**src/rtl/core/thms_ram.sv**
```systemverilog
// Generic single-clock RAM: one write port, one registered read port.
module thms_ram #(
    parameter int WIDTH = 8,
    parameter int DEPTH = 256
) (
    input  logic                     i_clk,
    input  logic                     i_we,
    input  logic [$clog2(DEPTH)-1:0] i_waddr,
    input  logic [WIDTH-1:0]         i_wdata,
    input  logic                     i_re,
    input  logic [$clog2(DEPTH)-1:0] i_raddr,
    output logic [WIDTH-1:0]         o_rdata
);

    logic [WIDTH-1:0] r_mem [DEPTH];
    logic [WIDTH-1:0] r_rdata;

    // Read returns old data on a same-address write
    always_ff @(posedge i_clk) begin
        if (i_we) begin
            r_mem[i_waddr] <= i_wdata;
        end
        if (i_re) begin
            r_rdata <= r_mem[i_raddr];
        end
    end

    assign o_rdata = r_rdata;

endmodule

```
**config.mk**
```make
export PLATFORM = sky130hd
export DESIGN_NAME = thms_ram
export DESIGN_NICKNAME = d
export VERILOG_FILES = /design/src/rtl/core/thms_ram.sv
export SDC_FILE = /design/constraint.sdc
export NUM_CORES = 2
export LEC_CHECK = 0
export BUFFER_PORTS_ARGS = -buffer_cell sky130_fd_sc_hd__buf_4
export CORE_MARGIN = 2
export CORE_UTILIZATION = 55
export DETAILED_ROUTE_END_ITERATION = 7
export MAX_ROUTING_LAYER = met4
export PLACE_DENSITY = 0.71
export SLEW_MARGIN = 20
export SYNTH_ARGS = -nofsm -noshare
export SYNTH_HDL_FRONTEND = slang
export SYNTH_SLANG_ARGS = --single-unit
```
**constraint.sdc**
```tcl
create_clock -name i_clk -period 3.19 [get_ports i_clk]
set_input_delay 0.4785 -clock i_clk [delete_from_list [all_inputs] [get_ports i_clk]]
set_output_delay 0.4785 -clock i_clk [all_outputs]
set_load 0.05 [all_outputs]
```
==> results_dict.tcl <==
set metrics [dict create \
    drv_cap 0 \
    setup_viol 0 \
    cts_buffer_depth 3 \
    dp_hpwl_um 122800 \
    cts_setup_buffers 0 \
    syn_avg_cell_area_sq_um 21.33 \
    max_stage_delay_ns 0.95 \
    synth-seq-cells 2056 \
    n_fill_cell 9524 \
    drive_above_1_share_pct 28.91 \
    synthDistinctLibCells 54 \
    fp.dieW_um 384.5 \
    ant_nets 0 \
    synth-edff-count 2056 \
    worst_skew_pair.late_latency_ns 0.84 \
    relSlewSlack_pct 24.77 \
    finalHoldViolCount 0 \
    powerDensity_nw_per_um2 601.6 \
    min_period_over_period_pct 97.21 \
    final_nets 4283 \
    clk_pin_slew_ns 0.06 \
    ios 35 \
    synth_top_area_share_pct 77.53 \
    netlist_area_sq_um 79640 \
    grt_pass1_vias 40630 \
    placed_area_sq_um 85550 \
    grt_use_total_pct 27.67 \
    timing.fmax_ghz 0.3225 \
    die_area_sq_um 147900 \
    synthArstFlopShare_pct 0 \
    numCtsBuffers 200 \
    worstMarginPinSlew_ns 1.118 \
    end_kind "register" \
    p_leak_nw 29.39 \
    place.gp.congestion 0.8898 \
    ys_warn_count 0 \
    synth_top_cell_by_area "edfxtp_1" \
    synth_flop_cell "edfxtp_1" \
    drtPass1Iterations 8 \
    period_needed_ns 3.101 \
    post-route-drc-count 4 \
    port_buffers 34 \
    core_area_sq_um 143700 \
    max-vdd-ir-drop_mv 0.5782 \
    overflow 0 \
    cp_cell_sequence "mux4_2, mux4_2, nor2b_1, nor4_1, buf_4, nor4_1" \
    routed_via_density 6.436 \
    antenna_found_initial 14 \
    grt_pass1_wl_um 283300 \
    worst_ep_required_time_ns 3.76 \
    grt_setup_unrepaired "no" \
    cp.arrival_ns 3.67 \
    rows 139 \
    finalInstanceArea_sq_um 91820 \
    wl_per_cell_um 30.91 \
    worstPathMaxFanout 1 \
    start_util_pct 55.44 \
    synth_commonest_cells "edfxtp_1 (2056), mux4_2 (454), nor2_1 (282)" \
    synth_area_leaders "edfxtp_1 (78%), mux4_2 (13%), mux2i_1 (1.7%)" \
    grt_max_degree 117 \
    cpMaxStageDelayCell "nor4_1" \
    finalClockSkew_ns 0.02591 \
    ys_seq_area_share_pct 77.53 \
    fp.dieH_um 384.5 \
    power.total_w 0.05524 \
    cts_num_sinks 2056 \
    syn_nets 3760 \
    start_kind "register" \
    status "finished with violations" \
    min_path_type "input port to register" \
    syn_to_final_growth_pct 15.30 \
    cts_tree "done" \
    violations "DRC" \
    htreeDepth 4 \
    cts-root-buf "clkbuf_16" \
    synth_cells 3733 \
    drt_wl_total_um 195900 \
    dr_total_vias 40790 \
    synth_most_common_cell "edfxtp_1" \
    slew_viol_final 0 \
    crit_type "register to register" \
    drtIter0Drc 5906 \
]
[where the power goes]
group          total [W]  switching, W  leakage [nW]  internal [W]
Sequential        0.0298     0.0000448          18.5        0.0298
Combinational    0.00294       0.00182          7.89       0.00112
Clock             0.0225       0.00983          3.02        0.0126
Total             0.0552        0.0117          29.4        0.0435
[registers in the layout, indices dropped and copies added (netlist names)]
register / count
o_rdata: 8
r_mem: 2048
[worst max-delay path, delay by kind of cell (launching register included)]
family / cells / cell delay [ns]
flops: 1 / 0.36
mux: 2 / 1.03
simple gates: 3 / 1.18
buf+inv: 1 / 0.27
[per-layer routing]
metal / vias to the layer above / global-route usage (%) / routed length, um
met5: - / - / 0
met4: 0 / 9.194 / 6750
met3: 389 / 6.379 / 19910
met2: 2332 / 42.32 / 94620
met1: 21280 / 37.26 / 74580
li1: 16790 / - / -
[metrics by stage]
step                hold WS (ns)  setup WS (ns)  util [%]  cells  TNS [ns]
floorplan                 0.5774         0.6354         -   3733         0
global placement          0.8035        -0.6961     59.55   5955    -2.926
detailed placement        0.8095        -0.5857     59.55   5955    -2.665
CTS                      0.05314        0.09104     63.89   6323         0
global route             0.07841        0.04216     63.91   6334         0
finish                   0.09524        0.08912     63.92   6337         0
[logic make-up (layout without fill, tap and decap cells)]
family	after synthesis	after routing	share of synthesized area [%]
AND/OR/NAND/NOR	466	466	2.625
AO/OA/AOI/OAI	385	385	3.416
buffers and inverters	235	922	1.829
multiplexers	591	591	14.60
flip-flops	2056	2056	77.53
other	0	14	0
[placed cells by master (no fill, tap or decap), types with 33 or more instances in the layout]
cell and instances:
a22oi_1 133, buf_12 58, mux2i_1 134, nand2_1 33, a21oi_1 96, clkbuf_1 46
mux4_2 454, edfxtp_1 2056, buf_4 484, clkbuf_16 203, nand3_1 34, nor2_1 279
clkinv_1 69, o221ai_1 46
[area by class of cell]
| cell class | count | area (sq um) | share of cell area, % |
|---|---|---|---|
| diodes | 14 | 35.03 | 0.03815 |
| flip-flops and latches | 2056 | 61740 | 67.24 |
| inverters | 2 | 7.507 | 0.008176 |
| clock buffers | 249 | 5253 | 5.720 |
| clock inverters | 117 | 968.4 | 1.055 |
| multi-input cells | 1442 | 16480 | 17.95 |
| repair buffers | 554 | 4957 | 5.399 |
| well taps | 1903 | 2381 | 2.593 |
[repair_timing]
action | in CTS | in global routing
hold buffers | 2 | 0
hold endpoints to repair | 25 | 0
resized for setup | 0 | 0
[worst paths after layout]
kind                startpoint  slack [ns]            to  cells past startpoint
setup / recovery  r_mem[71][4]        0.09    o_rdata[4]                      6
setup reg to reg  r_mem[71][4]        0.09    o_rdata[4]                      6
hold reg to reg   r_mem[51][0]        1.16    o_rdata[0]                      6
hold / removal      i_wdata[4]         0.1  r_mem[84][4]                      1
(Power assumes the default switching activity.)
