## src/rtl/core/thms_pkg.sv

```systemverilog
// Shared constants, types and palette lookup for the tile-map height shader.
package thms_pkg;

    // Terrain store geometry
    localparam int MAP_TILES = 65536;
    localparam int ADDR_W    = $clog2(MAP_TILES);
    localparam int ENTRY_W   = 11;
    localparam int BIOME_W   = 3;
    localparam int HEIGHT_W  = 8;

    // Field widths
    localparam int IDX_W      = 16;
    localparam int PIX_W      = 12;
    localparam int MAPDIM_W   = 9;
    localparam int FBDIM_W    = 13;
    localparam int CAM_W      = 12;
    localparam int MAPPOS_W   = PIX_W + 1;
    localparam int MIDX_W     = 2 * MAPDIM_W + 1;
    localparam int FB_ADDR_W  = 24;
    localparam int FB_FULL_W  = PIX_W + FBDIM_W;
    localparam int COLOR_W    = 32;

    // Configuration port
    localparam int CFG_IDX_W  = 3;
    localparam int CFG_DATA_W = 13;
    localparam logic [CFG_IDX_W-1:0] CFG_MAP_WIDTH  = 3'd0;
    localparam logic [CFG_IDX_W-1:0] CFG_MAP_HEIGHT = 3'd1;
    localparam logic [CFG_IDX_W-1:0] CFG_FB_WIDTH   = 3'd2;
    localparam logic [CFG_IDX_W-1:0] CFG_FB_HEIGHT  = 3'd3;
    localparam logic [CFG_IDX_W-1:0] CFG_CAM_X      = 3'd4;
    localparam logic [CFG_IDX_W-1:0] CFG_CAM_Y      = 3'd5;

    // Register reset values
    localparam logic [MAPDIM_W-1:0] RST_MAP_WIDTH  = 9'd256;
    localparam logic [MAPDIM_W-1:0] RST_MAP_HEIGHT = 9'd256;
    localparam logic [FBDIM_W-1:0]  RST_FB_WIDTH   = 13'd640;
    localparam logic [FBDIM_W-1:0]  RST_FB_HEIGHT  = 13'd480;
    localparam logic [CAM_W-1:0]    RST_CAM        = 12'd0;

    // Item function codes
    localparam logic FUNC_LOAD   = 1'b0;
    localparam logic FUNC_RENDER = 1'b1;

    // Colors
    localparam logic [COLOR_W-1:0] COLOR_BLACK  = 32'h000000FF;
    localparam logic [7:0]         ALPHA_OPAQUE = 8'hFF;

    // Biome codes
    localparam logic [BIOME_W-1:0] BIOME_WATER    = 3'd0;
    localparam logic [BIOME_W-1:0] BIOME_PLAINS   = 3'd1;
    localparam logic [BIOME_W-1:0] BIOME_FOREST   = 3'd2;
    localparam logic [BIOME_W-1:0] BIOME_MOUNTAIN = 3'd3;
    localparam logic [BIOME_W-1:0] BIOME_SNOW     = 3'd4;

    typedef struct packed {
        logic [MAPDIM_W-1:0] map_width;
        logic [MAPDIM_W-1:0] map_height;
        logic [FBDIM_W-1:0]  fb_width;
        logic [FBDIM_W-1:0]  fb_height;
        logic [CAM_W-1:0]    cam_x;
        logic [CAM_W-1:0]    cam_y;
    } t_cfg;

    typedef struct packed {
        logic              en;
        logic [ADDR_W-1:0] addr;
        logic [ENTRY_W-1:0] data;
    } t_ram_wr;

    typedef struct packed {
        logic              en;
        logic [ADDR_W-1:0] addr;
    } t_ram_rd;

    // Render item leaving the address stage alongside its store read
    typedef struct packed {
        logic                 valid;
        logic [FB_ADDR_W-1:0] fb_addr;
        logic                 in_map;
        logic                 in_store;
    } t_stage_bus;

    // Base color of a biome; undefined codes are black
    function automatic logic [COLOR_W-1:0] biome_color(input logic [BIOME_W-1:0] biome);
        logic [COLOR_W-1:0] c;
        unique case (biome)
            BIOME_WATER:    c = 32'h004488FF;
            BIOME_PLAINS:   c = 32'h44AA22FF;
            BIOME_FOREST:   c = 32'h227711FF;
            BIOME_MOUNTAIN: c = 32'h888888FF;
            BIOME_SNOW:     c = 32'hDDDDDDFF;
            default:        c = COLOR_BLACK;
        endcase
        return c;
    endfunction

    // Add shade to one channel, clamp at 255
    function automatic logic [7:0] sat_add(input logic [7:0] c, input logic [5:0] s);
        logic [8:0] sum;
        sum = {1'b0, c} + {3'b000, s};
        return sum[8] ? 8'hFF : sum[7:0];
    endfunction

endpackage

```

## src/rtl/core/thms_addr.sv

```systemverilog
// Input stage and address stage: bounds tests, camera offset, store and framebuffer addresses.
module thms_addr
    import thms_pkg::*;
(
    input  logic                i_clk,
    input  logic                i_rst_n,
    input  t_cfg                i_cfg,
    input  logic                i_in_valid,
    output logic                o_in_ready,
    input  logic                i_func,
    input  logic [IDX_W-1:0]    i_tile_index,
    input  logic [BIOME_W-1:0]  i_tile_biome,
    input  logic [HEIGHT_W-1:0] i_tile_height,
    input  logic [PIX_W-1:0]    i_pix_x,
    input  logic [PIX_W-1:0]    i_pix_y,
    input  logic                i_s3_ready,
    output t_ram_wr             o_wr,
    output t_ram_rd             o_rd,
    output t_stage_bus          o_s2
);

    // Stage 1 registers
    logic                r_v1;
    logic                r_func1;
    logic [IDX_W-1:0]    r_idx1;
    logic [BIOME_W-1:0]  r_biome1;
    logic [HEIGHT_W-1:0] r_height1;
    logic [PIX_W-1:0]    r_px1;
    logic [PIX_W-1:0]    r_py1;
    logic                r_hit1;
    logic                r_inmap1;
    logic [MAPDIM_W-1:0] r_tx1;
    logic [MAPDIM_W-1:0] r_ty1;

    // Stage 2 registers
    logic                 r_v2;
    logic [FB_ADDR_W-1:0] r_fb2;
    logic [MIDX_W-1:0]    r_midx2;
    logic                 r_inmap2;

    logic                 w_ready1;
    logic                 w_ready2;
    logic                 n_hit;
    logic                 n_inmap;
    logic [MAPPOS_W-1:0]  n_tx;
    logic [MAPPOS_W-1:0]  n_ty;
    logic [MIDX_W-1:0]    n_midx;
    logic [FB_FULL_W-1:0] n_fb_full;
    logic [31:0]          w_idx_ext;
    logic [31:0]          w_midx_ext;
    logic                 w_idx_ok;

    assign w_ready2   = !r_v2 || i_s3_ready;
    assign w_ready1   = !r_v1 || w_ready2;
    assign o_in_ready = w_ready1;

    // Bounds and camera offset on the incoming pixel
    always_comb begin
        n_hit = ({1'b0, i_pix_x} < i_cfg.fb_width)
             && ({1'b0, i_pix_x} < MAPPOS_W'(i_cfg.map_width))
             && ({1'b0, i_pix_y} < i_cfg.fb_height)
             && ({1'b0, i_pix_y} < MAPPOS_W'(i_cfg.map_height));
        n_tx    = MAPPOS_W'(i_pix_x) + MAPPOS_W'(i_cfg.cam_x);
        n_ty    = MAPPOS_W'(i_pix_y) + MAPPOS_W'(i_cfg.cam_y);
        n_inmap = (n_tx < MAPPOS_W'(i_cfg.map_width)) && (n_ty < MAPPOS_W'(i_cfg.map_height));
    end

    always_ff @(posedge i_clk) begin
        if (!i_rst_n) begin
            r_v1 <= 1'b0;
        end else if (w_ready1) begin
            r_v1 <= i_in_valid;
        end
        if (i_in_valid && w_ready1) begin
            r_func1   <= i_func;
            r_idx1    <= i_tile_index;
            r_biome1  <= i_tile_biome;
            r_height1 <= i_tile_height;
            r_px1     <= i_pix_x;
            r_py1     <= i_pix_y;
            r_hit1    <= n_hit;
            r_inmap1  <= n_inmap;
            r_tx1     <= n_tx[MAPDIM_W-1:0];
            r_ty1     <= n_ty[MAPDIM_W-1:0];
        end
    end

    // Store index and framebuffer address; in-map coordinates fit in 9 bits
    always_comb begin
        n_midx    = MIDX_W'(r_ty1) * MIDX_W'(i_cfg.map_width) + MIDX_W'(r_tx1);
        n_fb_full = FB_FULL_W'(r_py1) * FB_FULL_W'(i_cfg.fb_width) + FB_FULL_W'(r_px1);
    end

    // Loads and misses leave stage 1 without entering stage 2
    always_ff @(posedge i_clk) begin
        if (!i_rst_n) begin
            r_v2 <= 1'b0;
        end else if (w_ready2) begin
            r_v2 <= r_v1 && (r_func1 == FUNC_RENDER) && r_hit1;
        end
        if (r_v1 && w_ready2) begin
            r_fb2    <= n_fb_full[FB_ADDR_W-1:0];
            r_midx2  <= n_midx;
            r_inmap2 <= r_inmap1;
        end
    end

    // Load write goes out as the load leaves stage 1, after any earlier read
    assign w_idx_ext = 32'(r_idx1);
    assign w_idx_ok  = w_idx_ext < 32'(MAP_TILES);
    always_comb begin
        o_wr.en   = r_v1 && (r_func1 == FUNC_LOAD) && w_ready2 && w_idx_ok;
        o_wr.addr = w_idx_ext[ADDR_W-1:0];
        o_wr.data = {r_biome1, r_height1};
    end

    // Store read as the render moves into stage 3
    assign w_midx_ext = 32'(r_midx2);
    always_comb begin
        o_rd.en       = r_v2 && i_s3_ready;
        o_rd.addr     = w_midx_ext[ADDR_W-1:0];
        o_s2.valid    = r_v2;
        o_s2.fb_addr  = r_fb2;
        o_s2.in_map   = r_inmap2;
        o_s2.in_store = w_midx_ext < 32'(MAP_TILES);
    end

    a_load_no_result: assert property (@(posedge i_clk) disable iff (!i_rst_n)
        r_v1 && (r_func1 == FUNC_LOAD) && w_ready2 |=> !r_v2)
        else $error("load item entered the address stage");

    a_miss_no_result: assert property (@(posedge i_clk) disable iff (!i_rst_n)
        r_v1 && !r_hit1 && w_ready2 |=> !r_v2)
        else $error("out-of-bounds pixel entered the address stage");

endmodule

```

## config.mk

```make
export PLATFORM = sky130hd
export DESIGN_NAME = thms_addr
export DESIGN_NICKNAME = d
export VERILOG_FILES = /design/src/rtl/core/thms_pkg.sv /design/src/rtl/core/thms_addr.sv
export SDC_FILE = /design/constraint.sdc
export NUM_CORES = 1
export LEC_CHECK = 0
export BUFFER_PORTS_ARGS = -buffer_cell sky130_fd_sc_hd__buf_4
export CAP_MARGIN = 0
export CORE_MARGIN = 1.5
export CORE_UTILIZATION = 55
export DETAILED_ROUTE_END_ITERATION = 16
export HOLD_SLACK_MARGIN = 0.02
export PLACE_DENSITY = 0.9
export SLEW_MARGIN = 40
export SYNTH_ARGS = -nofsm -noshare
export SYNTH_HDL_FRONTEND = slang
export SYNTH_SLANG_ARGS = --single-unit
```

## constraint.sdc

```tcl
create_clock -name i_clk -period 5.86 [get_ports i_clk]
set_clock_uncertainty 0.05 [all_clocks]
set_input_delay 1.172 -clock i_clk [delete_from_list [all_inputs] [get_ports i_clk]]
set_output_delay 1.172 -clock i_clk [all_outputs]
set_load 0.1 [all_outputs]
```

==> results.cfg, run 1 <==
[synth]
ys_seq_area_frac = 0.241
yosysTopAreaCellShare = 0.244
ys_ff_latch = 118
yosys_warnings = 0
synth_edf_count = 116
synth_top_cell_by_area = fa_1
ys_top_cells_by_area = fa_1, edfxtp_1, ha_1
async_flop_share = 0
synth_common_cells = inv_1, ha_1, fa_1
synthFlopType = edfxtp_1
yosysUniqueCellTypes = 57
synth_nets = 1975
syn-cell-area_sq_um = 14600
syn_area_per_cell_sq_um = 9.94
syn_inst = 1471
synth.most_common_cell = inv_1

[finish]
nets = 2211
antenna_cells = 0
design_area_sq_um = 17500
fin_cells = 2055
drive_above_1_share = 0.194
fillCellCount = 1849
syn_to_final_growth_pct = 19.6

[grt]
grt_max_degree = 45
grt_pass1_vias = 12200
groute.usage.overall = 0.279
antenna_found_initial = 0
grt_first_pass_wirelength_mm = 60.1
grt_overflow_total = 0

[worst_setup_path]
cp_num_buf_inv = 5
crit_top_cell = fa_1
cp.arrival_ps = 5860
end_kind = register
cpMaxStageDelayCell = fa_1
required_ps = 5990
crit_family = adder cells
critPathKind = in -> reg
path_max_fanout = 10
startpoint_type = input pin
crit_chain = buf_4, buf_4, nand2_1, fa_1, fa_1, inv_1, fa_1, fa_1, inv_1, fa_1, inv_1, ha_4, and3_4, a311oi_4, o21ai_2, a21oi_2, o21ai_1, a21oi_1, xnor2_1
reg2reg_setup_slack_ps = 320
slowest_delay_ps = 560

[floorplan]
core_sq_um = 26100
die_w_microns = 166
die_h_microns = 166
io_pins = 197
initial_utilization = 0.561
die-area_sq_um = 27600
core.rowCount = 59

[power]
p_per_area_nw_per_um2 = 578
p_leak_nw = 8.96
ir_drop_mv = 0.763
power_switching_share = 0.475
seq_power_share = 0.145
p_switching_w = 0.00480
clockPowerShare = 0.100
pwr-share-comb = 0.755
intPower_w = 0.00531

[placed_design]
place_inst = 2020
gp_congestion = 0.931
placed_area_sq_um = 16900
detailed_place_hpwl_mm = 29.7
io_buffers = 196

[timing]
setup_violations = 0
max-slew-margin-rel = 0.570
slew_violations = 0
fmax_mhz = 175
min_period_ps = 5730
post-route-period-util = 0.978
finalSetupTns_ps = 0
rsz0062_at_grt = true
worst_slew_pin_slew_ps = 645
hold_viol = 0

[min_path]
holdCritPathClass = reg -> reg

[detailed_routing]
drt_iter0_drc = 855
wirelength_mm = 36.8
num_vias = 11300
dr.pass1.iters = 5
drc_errors = 0
ant_nets = 0
avgRoutedWirePerCell_microns = 17.9
viasPerCell = 5.49

[clocking]
cts_hold_buf = 0
cts-root-buf = clkbuf_16
insertion_delay_ps = 420
clk_pin_slew_ps = 60
clock-sinks = 118
cts_tree = built
cts_buffers = 17
cts_buffer_depth = 2
htree_levels = 4

[run]
maxCapViolCount = 0

[outcome]
status = complete, no violations
-- metal layers --
| metal | up-vias | track usage | share of wire |
|---|---|---|---|
| met1 | 5439 | 0.340 | 0.39 |
| met3 | 115 | 0.0667 | 0.084 |
| met2 | 530 | 0.466 | 0.48 |
| met5 | - | 0 | 0 |
| met4 | 0 | 0.134 | 0.045 |
| li1 | 5199 | - | - |
-- flip-flops by register name, summed over array words and instances (netlist names), 3 cells and up --
register   count
r_py1         12
r_idx1        16
r_tx1          9
r_fb2         24
r_ty1          9
r_height1      8
r_px1         12
r_midx2       19
r_biome1       3
-- area by class of cell --
cell class / instances / area [sq um] / share of cell area
tap: 335 / 419 / 0.0240
multi-input combinational: 987 / 9760 / 0.558
clock buffer: 17 / 425 / 0.0243
clock inverter: 15 / 133 / 0.00758
sequential: 118 / 3520 / 0.201
inverter: 307 / 1150 / 0.0659
timing repair buffer: 276 / 2080 / 0.119
-- per-stage QoR --
step                hold slack [ps]  power (W)  setup WS, ps   util
floorplan                       350    0.00664          9.81      -
global placement                427    0.00839          -243  0.646
detailed placement              439    0.00871          -357  0.647
CTS                             442    0.00981          75.2  0.668
global route                    457     0.0110         -48.5  0.671
finish                          446     0.0101           130  0.671
-- cell families after synthesis --
kind of cell	after synthesis	share of synthesized area
fa+ha+maj	380	0.416
simple gates	380	0.133
buf+inv	366	0.0986
compound gates	177	0.0812
flops	118	0.241
xor+xnor	48	0.0287
mux	2	0.00137
-- repair_timing --
action	CTS	global route
setup endpoints to repair	0	8
gates resized for setup	0	15
buffers inserted	0	3
-- cells in the final DEF, fill, tap and decap left out, drive strengths merged, types with 3 or more instances in the layout --
| master | instances |
|---|---|
| a2111oi | 4 |
| fa | 178 |
| a21oi | 62 |
| nand3b | 3 |
| edfxtp | 116 |
| a21boi | 3 |
| clkinv | 7 |
| o21a | 7 |
| a21o | 38 |
| o31a | 4 |
| a211oi | 5 |
| nor4 | 6 |
| nand3 | 11 |
| nand2b | 14 |
| o21ai | 25 |
| clkbuf | 17 |
| a211o | 3 |
| nor2b | 10 |
| and2 | 118 |
| nand2 | 143 |
| nor2 | 27 |
| nand4 | 10 |
| or2 | 4 |
| o311a | 3 |
| clkinvlp | 6 |
| o21bai | 5 |
| nor3 | 17 |
| inv | 308 |
| o211ai | 5 |
| buf | 276 |
| ha | 202 |
| xnor2 | 29 |
| xor2 | 19 |
| and3 | 8 |
-- path summary, 6_finish.rpt --
check | start | endpoint | cells after the start
hold / removal | r_v1 | r_v2 | 2
setup / recovery | i_cfg[45] | r_fb2[23] | 19
setup reg to reg | r_py1[0] | r_fb2[23] | 20
hold reg to reg | r_v1 | r_v2 | 2
-- tightest hold or removal path, stage by stage, from the launching register on --
cell and delay [ps]:
dfxtp_1 320, nand3_1 60, a21boi_0 70
-- power groups by stage --
stage | clock network [W] | registers, W | logic, W
2_1_floorplan | 0 | 0.00203 | 0.00462
3_3_place_gp | 0 | 0.00148 | 0.00691
3_5_place_dp | 0 | 0.00148 | 0.00723
4_1_cts | 0.00103 | 0.00147 | 0.00732
5_1_grt | 0.00106 | 0.00148 | 0.00841
6_report | 0.00101 | 0.00147 | 0.00763
Power figures use the tool's default switching activity.
==> run 2, diff against run 1 <==
- SETUP_SLACK_MARGIN: unset -> 0.15
==> run 2 against run 1 <==
  * First-iteration DRC count grew 3.6%
  * Setup slack better by 19 ps
  * Count of clock-buffer cells in the layout unchanged
  * Clock power increased by 14%
  * Largest power group unchanged
  * Total power rose by 1.1%
  * Non-clock buffer count decreased by 18
  * Cell count shrank 0.88%
==> results.cfg, run 2 (same netlist as run 1, synthesis figures left out) <==
[detailed_routing]
met3_length_mm = 3.08
wl_met1_mm = 15.0
top_layer = met4
viasPerCell = 5.58
avgRoutedWirePerCell_microns = 18.5
ant_nets = 0
dr.pass1.iters = 6
num_vias = 11400
drt_iter0_drc = 886
drc_errors = 0
wirelength_mm = 37.8
met2_length_mm = 18.4

[timing]
rsz0062_at_grt = true
setup_ws_ps = 149
fmax_mhz = 175
worst_slew_pin_slew_ps = 658
min_period_ps = 5710
setup_violations = 0
max-slew-margin-rel = 0.561
post-route-period-util = 0.975
finalSetupTns_ps = 0
slew_violations = 0
hold_viol = 0

[placed_design]
gp_congestion = 0.897
detailed_place_hpwl_mm = 29.6
placed_area_sq_um = 16800
dp_slack_ps = -269
io_buffers = 196

[finish]
nets = 2193
largest_register_ffs = 24
drive_above_1_share = 0.203
final_util = 0.674
final_common_cell = inv_1
largest_registers = r_fb2 x24, r_midx2 x19, r_idx1 x16
syn_to_final_growth_pct = 20.0
design_area_sq_um = 17600
largest_register = r_fb2
final_cell_mix = inv_1, buf_4, ha_1
antenna_cells = 0

[floorplan]
die-area_sq_um = 27600
core.rowCount = 59
core_sq_um = 26100
die_w_microns = 166
die_h_microns = 166
io_pins = 197
initial_utilization = 0.561

[grt]
grt_pass1_vias = 12100
grt_max_degree = 46
antenna_found_initial = 0
grt_first_pass_wirelength_mm = 60.3
grt_overflow_total = 0
groute.usage.overall = 0.278

[clocking]
insertion_delay_ps = 440
htree_levels = 4
cts_hold_buf = 0
clock-sinks = 118
cts_buffers = 17
cts_tree = built
cts-root-buf = clkbuf_16
clk_pin_slew_ps = 60
cts_buffer_depth = 2

[worst_setup_path]
critPathKind = in -> reg
cp.arrival_ps = 5850
end_kind = register
startpoint_type = input pin
path_max_fanout = 6
required_ps = 6000

[power]
p_leak_nw = 8.91
p_per_area_nw_per_um2 = 582
ir_drop_mv = 0.912
p_total_w = 0.0102

[min_path]
holdCritPathClass = reg -> reg

[outcome]
status = complete, no violations

[run]
maxCapViolCount = 0
==> run 2: cell count changes in the layout (fill, tap and decap cells not counted), sizes merged <==
cell      change
buf          -18
clkinv        -2
inv           +1
bufinv        +3
clkinvlp      -2
==> run 2: stage by stage <==
stage | hold WS [ps] | instances
floorplan | 350 | 1471
global placement | 423 | 2002
detailed placement | 435 | 2003
CTS | 446 | 2035
global route | 453 | 2037
finish | 443 | 2037
==> run 2: layout make-up <==
type,instances,area [sq um]
fillers,1864,8500
flip-flops and latches,118,3520
clock inverters,15,203
clock buffers,17,425
repair buffers,258,1960
inverters,307,1150
multi-input cells,987,9870
well taps,335,419
==> run 2: metal layers <==
layer / track usage / up-vias
met4: 0.110 / 0
met2: 0.470 / 561
li1: - / 5163
met1: 0.353 / 5542
met5: 0 / -
met3: 0.0541 / 107
==> run 2: report_power, final <==
group / switching [W] / internal, W
Sequential: 0.0000861 / 0.00138
Clock: 0.000442 / 0.000713
Combinational: 0.00432 / 0.00328
==> run 2: path summary, 6_finish.rpt <==
kind | depth (start not counted) | endpoint | slack (ps) | start
setup reg to reg | 20 | r_fb2[21] | 300 | r_py1[1]
hold reg to reg | 0 | r_inmap2 | 440 | r_inmap1
hold / removal | 0 | r_inmap2 | 440 | r_inmap1
setup / recovery | 22 | r_fb2[21] | 150 | i_cfg[43]
==> run 2: repair_timing <==
action                     CTS  global route
resized for setup            0            33
setup endpoints to repair    0             9
setup buffers                0             2
==> run 2: worst max-delay path: stages <==
cell	delay, ps
buf_4	140
buf_4	150
and2_1	170
fa_1	450
inv_2	90
fa_1	430
inv_2	70
fa_1	420
inv_2	70
fa_2	430
fa_1	550
inv_2	50
ha_4	170
a21oi_2	140
o211ai_1	110
buf_4	170
a311oi_4	300
o21ai_2	150
a21oi_4	180
o21bai_1	110
a21oi_1	210
xnor2_1	90
==> run 3, diff against run 2 <==
- BUFFER_PORTS_ARGS: -buffer_cell sky130_fd_sc_hd__buf_4 -> -buffer_cell sky130_fd_sc_hd__buf_2
- CORE_UTILIZATION: 55 -> 45
- PLACE_DENSITY: 0.9 -> 0.77
- SLEW_MARGIN: 40 -> 20
==> run 3 against run 2 <==
  * Combinational power hardly changed
  * Largest power group unchanged
  * Clock power fell by 11%
  * Non-clock buffer count rose by 12
==> results.cfg, run 3 (same netlist as run 1, synthesis figures left out) <==
[worst_setup_path]
r2r_cells = 17
cp.arrival_ps = 5780
startpoint_type = input pin
required_ps = 6010
r2r-start = r_py1[3]
reg2reg_setup_slack_ps = 350
timing.rr.end = r_fb2[21]
critPathKind = in -> reg
path_max_fanout = 5
end_kind = register

[finish]
fin_cells = 2150
final_cell_mix = inv_1, ha_1, buf_2
largest_register = r_fb2
final_common_cell = inv_1
regArea_sq_um = 3520
largest_register_ffs = 24
final_util = 0.544
nets = 2205
largest_registers = r_fb2 x24, r_midx2 x19, r_idx1 x16
fillCellCount = 2753
syn_to_final_growth_pct = 18.3
drive_above_1_share = 0.214
multiInputGateArea_sq_um = 9910

[power]
intPower_w = 0.00530
seq_power_share = 0.145
power_switching_share = 0.475
p_switching_w = 0.00480
p_per_area_nw_per_um2 = 584
ir_drop_mv = 0.538
pwr-share-comb = 0.754
p_leak_nw = 8.80
clockPowerShare = 0.101

[floorplan]
core_sq_um = 31800
die-area_sq_um = 33600
core.rowCount = 65
io_pins = 197
initial_utilization = 0.460
die_w_microns = 183
die_h_microns = 183

[detailed_routing]
wl_met1_mm = 15.8
num_vias = 11100
met2_length_mm = 17.5
dr.pass1.iters = 5
drc_errors = 0
viasPerCell = 5.15
ant_nets = 0
avgRoutedWirePerCell_microns = 17.0
drt_iter0_drc = 533
top_layer = met5
wirelength_mm = 36.6
met3_length_mm = 2.34

[timing]
hold_viol = 0
setup_ws_ps = 230
fmax_mhz = 178
min_period_ps = 5630
setup_violations = 0
finalSetupTns_ps = 0
slew_violations = 0
post-route-period-util = 0.961
worst_slew_pin_slew_ps = 1010
rsz0062_at_grt = true
max-slew-margin-rel = 0.327

[clocking]
cts_buffers = 17
clk_pin_slew_ps = 60
clock-sinks = 118
htree_levels = 4
cts-root-buf = clkbuf_16
cts_tree = built
cts_buffer_depth = 2
insertion_delay_ps = 450

[outcome]
status = complete, no violations

[placed_design]
io_buffers = 196
place_inst = 2113
dp_slack_ps = -316
detailed_place_hpwl_mm = 29.6
gp_congestion = 0.864

[run]
maxCapViolCount = 0

[min_path]
worstHoldEndpoint = r_inmap2
holdCritPathClass = reg -> reg
hold_depth = 0
min_from = r_inmap1

[grt]
grt_pass1_vias = 11900
grt_overflow_total = 0
grt_max_degree = 73
antenna_found_initial = 3
groute.usage.overall = 0.227
grt_first_pass_wirelength_mm = 58.3
[run 3: cell count changes in the layout (fill, tap and decap cells not counted), sizes merged]
cell / change
buf: +10
bufinv: -3
clkbuf: +2
clkinvlp: +2
diode: +1
inv: +1
[run 3: per-layer routing]
layer  vias to the layer above  GRT usage
li1                       5174          -
met1                      5442      0.287
met3                        62     0.0494
met5                         -          0
met4                         4     0.0938
met2                       392      0.379
[run 3: worst max-delay path, cell delays in order]
cell and delay (ps):
buf_2 130, and2_4 160, fa_1 520, inv_1 50, fa_1 480, inv_1 60, fa_1 490, fa_1 500
inv_1 50, fa_1 500, inv_2 50, ha_4 290, nand3_2 70, o211ai_1 330, a311oi_4 190, o21ai_2 250
a21oi_2 110, buf_4 150, buf_4 120, xnor2_1 110
[run 3: area by class of cell]
cell class                 count  area share
clock inverter                15     0.00752
antenna                        1    0.000145
clock buffer                  17      0.0246
sequential                   118       0.204
tap                          435      0.0315
timing repair buffer         270      0.0932
multi-input combinational    987       0.573
inverter                     307      0.0666
[run 3: worst max path at each step]
stage                   start   endpoint  slack, ps  cells after the start
floorplan           i_cfg[45]  r_fb2[23]        140                     19
global placement    i_cfg[45]  r_fb2[23]       -240                     20
detailed placement  i_cfg[41]  r_fb2[23]       -320                     21
CTS                 i_cfg[45]  r_fb2[23]        150                     19
global route        i_cfg[45]  r_fb2[21]         60                     20
finish              i_cfg[45]  r_fb2[19]        230                     20
[run 3: power by group through the flow]
| stage | combinational (W) | clock (W) | sequential [W] |
|---|---|---|---|
| 6_report | 0.00762 | 0.00102 | 0.00146 |
| 5_1_grt | 0.00846 | 0.00107 | 0.00148 |
| 4_1_cts | 0.00734 | 0.00104 | 0.00146 |
| 3_5_place_dp | 0.00727 | 0 | 0.00148 |
| 3_3_place_gp | 0.00704 | 0 | 0.00148 |
| 2_1_floorplan | 0.00483 | 0 | 0.00203 |
[run 3: stage by stage]
step                hold slack, ps  cell area, sq um  total power (W)
floorplan                      350             14800          0.00685
global placement               428             16500          0.00852
detailed placement             435             16500          0.00875
CTS                            443             17100          0.00985
global route                   434             17300           0.0110
finish                         440             17300           0.0101
[run 3: timing repair]
| action | in CTS | in global routing |
|---|---|---|
| setup buffers | 0 | 3 |
| gates resized for setup | 0 | 58 |
| pin swaps | 1 | 34 |
| hold buffers | 0 | 0 |
| gates cloned | 0 | 1 |
| setup endpoints to repair | 1 | 8 |
